<file path="config.mk">
export PLATFORM = sky130hd
export DESIGN_NAME = pirs_dot_unit
export DESIGN_NICKNAME = d
export VERILOG_FILES = /design/src/sv/pirs_pkg.sv /design/src/sv/pirs_dot_unit.sv
export SDC_FILE = /design/constraint.sdc
export NUM_CORES = 1
export LEC_CHECK = 0
export ABC_AREA = 0
export ABC_CLOCK_PERIOD_IN_PS = 6830
export BUFFER_PORTS_ARGS = -buffer_cell sky130_fd_sc_hd__buf_2
export CORE_UTILIZATION = 45
export DETAILED_ROUTE_END_ITERATION = 10
export HOLD_SLACK_MARGIN = 0.03
export PLACE_DENSITY = 0.71
export SKIP_LAST_GASP = 1
export SLEW_MARGIN = 15
export SYNTH_ARGS = -nofsm -noshare
export SYNTH_HDL_FRONTEND = slang
export SYNTH_SLANG_ARGS = --single-unit
</file>
<file path="constraint.sdc">
create_clock -name clock -period 6.83 [get_ports clock]
set_input_delay 1.7075 -clock clock [delete_from_list [all_inputs] [get_ports clock]]
set_output_delay 1.7075 -clock clock [all_outputs]
set_load 0.05 [all_outputs]
</file>
<file path="src/sv/pirs_pkg.sv">
// ----------------------------------------------------------------------------
// pirs_pkg
// Shared widths, codes and types for the point-in-rectangle set checker.
// ----------------------------------------------------------------------------
package pirs_pkg;

   localparam int COORD_W  = 16;
   localparam int MAX_RECT = 64;
   localparam int IDX_W    = (MAX_RECT > 1) ? $clog2(MAX_RECT) : 1;
   localparam int CNT_W    = $clog2(MAX_RECT + 1);
   localparam int ENTRY_W  = 7;
   localparam int DIFF_W   = COORD_W + 1;
   localparam int PROD_W   = 2 * DIFF_W;
   localparam int SUM_W    = PROD_W + 1;

   localparam logic [1:0] MODE_CLEAR = 2'd0;
   localparam logic [1:0] MODE_LOAD  = 2'd1;
   localparam logic [1:0] MODE_QUERY = 2'd2;

   typedef logic signed [COORD_W-1:0] coord_type;
   typedef logic signed [DIFF_W-1:0]  diff_type;
   typedef logic signed [PROD_W-1:0]  prod_type;
   typedef logic signed [SUM_W-1:0]   sum_type;

   typedef struct packed {
      coord_type a_x;
      coord_type a_y;
      coord_type b_x;
      coord_type b_y;
      coord_type d_x;
      coord_type d_y;
   } rect_type;

   typedef struct packed {
      logic mul_en;
      logic first;
   } mul_ctl_type;

endpackage

</file>
<file path="src/sv/pirs_dot_unit.sv">
// ----------------------------------------------------------------------------
// pirs_dot_unit
// Shared multiplier and accumulator; sums pairs of products into dot products.
// ----------------------------------------------------------------------------
module pirs_dot_unit (
   input  logic                 clock,
   input  logic                 reset,
   input  pirs_pkg::mul_ctl_type ctl,
   input  pirs_pkg::diff_type   op_a,
   input  pirs_pkg::diff_type   op_b,
   output pirs_pkg::sum_type    dot_sum
);
   import pirs_pkg::*;

   prod_type prod_ff, prod_in;
   logic     p_en_ff, p_en_in;
   logic     p_first_ff, p_first_in;
   sum_type  acc_ff, acc_in;

   always_comb begin
      prod_in    = prod_type'(op_a) * prod_type'(op_b);
      p_en_in    = ctl.mul_en;
      p_first_in = ctl.first;
      acc_in     = acc_ff;
      if (p_en_ff) begin
         if (p_first_ff) begin
            acc_in = SUM_W'(prod_ff);
         end else begin
            acc_in = acc_ff + SUM_W'(prod_ff);
         end
      end
   end

   always_ff @(posedge clock) begin
      if (reset) begin
         p_en_ff    <= 1'b0;
         p_first_ff <= 1'b0;
      end else begin
         p_en_ff    <= p_en_in;
         p_first_ff <= p_first_in;
      end
      prod_ff <= prod_in;
      acc_ff  <= acc_in;
   end

   assign dot_sum = acc_ff;

endmodule

</file>
# Word-level counts from Yosys, hierarchy flattened
# Cells that the tools add are included.
# classes
addsub,1
n_mul,1
n_mux,1
# ops
operator,n
adder 35 x 34 -> 35 bit,1
2-to-1 mux 35 bit,1
multiplier 17 x 17 -> 34 bit,1
# totals
reg_bits,71
input_bits,38
output_inout_bits,35
elab_cells,7

# Logic depth before layout (Yosys ltp)
# depth
ltp_word,2
depth_mapped,25
ltp_nobuf,24

# Worst setup path after synthesis
# OpenSTA, ideal clock, no wires.
# synth_path
path_type,input -> register
startpoint,in op_b[8]
endpoint,reg prod_ff[31]
setup_time_ns,0.118
t_arrival_ns,7.269
required_time_ns,6.712
slack_ns,-0.557
stages,25
path_buffers,2
cell_sequence,clkbuf_1 -> clkbuf_1 -> nand2_1 -> fa_1 -> inv_1 -> fa_1 -> inv_1 -> fa_1 -> inv_1 -> fa_1 -> fa_1 -> inv_1 -> fa_1 -> inv_1 -> ha_1 -> a21o_1 -> a21o_1 -> a21oi_1 -> a2bb2oi_1 -> o211ai_1 -> a21oi_1 -> o21ai_1 -> a21oi_1 -> o21ai_1 -> xnor2_1
# synth_between
elab_chain_len,1
# synth_rtl
item,line_no,rtl
"start, declared",pirs_dot_unit.sv:10,"input pirs_pkg::diff_type op_b,"
multiplier 17 x 17 -> 34 bit,pirs_dot_unit.sv:21,prod_in = prod_type'(op_a) * prod_type'(op_b);
via prod_in[31],pirs_dot_unit.sv:15,"prod_type prod_ff, prod_in;"
"end signal, assigned",pirs_dot_unit.sv:42,prod_ff <= prod_in;
"end, declared",pirs_dot_unit.sv:15,
# The timed path passes the listed nets, and every way through them passes these cells.
# A chain may end at the register's enable or synchronous reset.

# Worst setup path after layout
# layout_path
startpoint,in op_a[15]
endpoint,reg prod_ff[30]
# layout_between
elab_chain_len,1
# layout_rtl
item,line_no,rtl
"start, declared",pirs_dot_unit.sv:9,"input pirs_pkg::diff_type op_a,"
multiplier 17 x 17 -> 34 bit,pirs_dot_unit.sv:21,
via prod_in[30],pirs_dot_unit.sv:15,
# The timed path passes the listed nets, and every way through them passes these cells.

==> flow_summary.json <==
{
  "path_max_fanout": 6,
  "async_flop_share_pct": 0,
  "endpoint_kind": "flop",
  "slew_violations": 0,
  "rsz0062_at_grt": "yes",
  "start_kind": "input pin",
  "cts_inserted_buffers": 9,
  "syn_nets": 1987,
  "synth-edff-count": 35,
  "crit_type": "in2reg",
  "ys_ff_latch": 71,
  "dr_total_vias": 10860,
  "via_per_inst": 5.157,
  "die_x_um": 181.8,
  "synth.cell_area_um2": 14550,
  "ys.flop_type": "dfxtp_1",
  "avgSynthCellArea_um2": 9.492,
  "initial_core_util_pct": 45.88,
  "wl_per_cell_um": 15.53,
  "cts_max_level": 3,
  "grt_max_degree": 71,
  "hpwlAfterDp_mm": 28.06,
  "syn_inst": 1533,
  "ys_warn_count": 0,
  "syn_to_final_growth_pct": 16.49,
  "hold_violations": 0,
  "drcViolationCount": 0,
  "drtIter0Drc": 471,
  "synth_most_common_cell": "inv_1",
  "root_buffer": "clkbuf_16",
  "gr-total-overflow": 0,
  "hold_path.class": "reg2reg",
  "setup_viol": 0,
  "grt_pass1_wl_mm": 56.68,
  "dieArea_um2": 33060,
  "cp_data_required_time_ps": 7080,
  "regToRegSetupSlack_ps": 3570,
  "ant_nets": 0,
  "whs_path_depth": 2,
  "postCtsHoldBufs": 0,
  "fin_nets": 2153,
  "n_antenna_cell": 0,
  "ys_top_cells_by_count": "inv_1, fa_1, nand2_1",
  "layout-drive-gt1-share_pct": 17.49,
  "antenna_found_initial": 0,
  "io_buffers": 72,
  "clk_path_buf_depth": 2,
  "synth.area.top_cells": "fa_1, ha_1, inv_1, edfxtp_1, and2_1",
  "cap_violations": 0,
  "status": "completed",
  "gp_congestion": 0.8917,
  "skew_ps": 5.098,
  "post-route-min-period_ps": 6803,
  "ios": 73,
  "synth_top_area_cell": "fa_1",
  "period_share_pct": 99.61,
  "post-route-util_pct": 53.44,
  "cts_tree": "yes",
  "fmax_ghz": 0.1470,
  "seq_area_frac_synth_pct": 12.18,
  "core_um2": 31720,
  "die_y_um": 181.8,
  "max_slew_margin_pct": 57.22,
  "synth_top_area_share_pct": 40.86,
  "worstPathArrival_ps": 7060,
  "wirelength_mm": 32.70,
  "ys_types": 63,
  "grt_pass1_vias": 12050,
  "worst_slew_pin_slew_ps": 641.7,
  "dr_wl_met3_um": 852,
  "drt_first_pass_iters": 5,
  "rows": 65,
  "wl_met1_mm": 13.21,
  "clk_pin_slew_ps": 60,
  "dr_wl_met2_mm": 17.75,
  "clock_sinks": 71,
  "nFillCells": 2858,
  "reg2reg_depth": 13,
  "grt.total_usage_pct": 21.40,
  "topRoutingLayerUsed": "met4",
  "clk_latency_ps": 340
}
## final timing paths
kind          startpoint     endpoint
max             op_a[15]  prod_ff[30]
min          prod_ff[30]  dot_sum[30]
max reg2reg   dot_sum[0]  dot_sum[26]
min reg2reg  prod_ff[30]  dot_sum[30]
## state kept, by name (all words and copies together), names as in the netlist
signal and cells:
dot_sum 35, p_en_ff 1, p_first_ff 1, prod_ff 34
## metrics by stage
stage / setup slack [ps] / hold slack [ps] / TNS [ps] / instance area, µm² / cells
after floorplan: 2.184 / 509.3 / 0 / 14790 / 1533
after global placement: -335.4 / 520.7 / -3012 / 16320 / 2085
after detailed placement: -421.8 / 533.9 / -4135 / 16320 / 2085
after CTS: 2.213 / 547.9 / 0 / 16660 / 2102
after global routing: -167.5 / 576.6 / -606.3 / 16950 / 2106
final: 26.93 / 543.1 / 0 / 16950 / 2106
## final cells by class
cell class / instances / area (µm²) / share of cell area, %
Multi-Input combinational cell: 1093 / 11630 / 68.64
Clock buffer: 12 / 257.7 / 1.521
Sequential cell: 71 / 1773 / 10.46
Timing Repair Buffer: 201 / 1519 / 8.961
Tap cell: 402 / 503.0 / 2.967
Clock inverter: 4 / 51.30 / 0.3026
Inverter: 323 / 1212 / 7.152
## layer usage
layer,vias up,global-route usage (%)
li1,5040,-
met1,5550,25.64
met2,208,40.66
met3,62,1.845
met4,0,5.932
met5,-,0
## placed cells by master (no fill, tap or decap), types with 5 or more instances in the layout
cell type	instances
clkbuf_16	10
buf_4	129
ha_2	6
nand2_1	171
and2_1	138
ha_4	6
inv_1	319
o21ai_1	7
fa_1	287
and2_4	13
a21oi_1	36
nand3_1	8
dfxtp_1	35
nand2b_1	10
buf_2	48
nor2_1	39
xor2_1	22
and3_1	6
fa_2	10
o21a_1	10
a21o_1	25
o21ai_0	44
buf_12	5
ha_1	107
o21bai_1	8
nor3_1	6
xnor2_1	43
nor2b_1	6
buf_6	18
a21oi_2	9
edfxtp_1	35
## timing repair
| action | 4_1_cts | 5_1_grt |
|---|---|---|
| pin swaps | 1 | 51 |
| gates resized for setup | 7 | 98 |
| hold endpoints to repair | 0 | 0 |
| setup endpoints to repair | 6 | 13 |
| setup buffers | 1 | 4 |
## cells by family after synthesis
| logic type | synth area share, % |
|---|---|
| muxes | 0.3009 |
| AOI/OAI and AO/OA | 8.444 |
| xor gates and xnor gates | 3.912 |
| buffers and inverters | 9.665 |
| adders and majority gates | 51.09 |
| DFF | 12.18 |
| and+or+nand+nor | 14.41 |
## worst max-delay path, stage by stage
cell      delay [ps]
buf_2            190
nand2_1          110
fa_1             530
fa_1             540
fa_2             590
inv_2             40
fa_2             440
fa_1             530
inv_1             60
fa_1             500
inv_1             50
ha_2             160
a21o_1           180
a21o_1           150
a21o_1           220
a211oi_2         270
o31ai_4          160
a211o_1          340
a21oi_2          140
xnor2_1          140
Power is not shown: default switching activity piles up to over one toggle a cycle in this logic, so the estimate is an artifact.
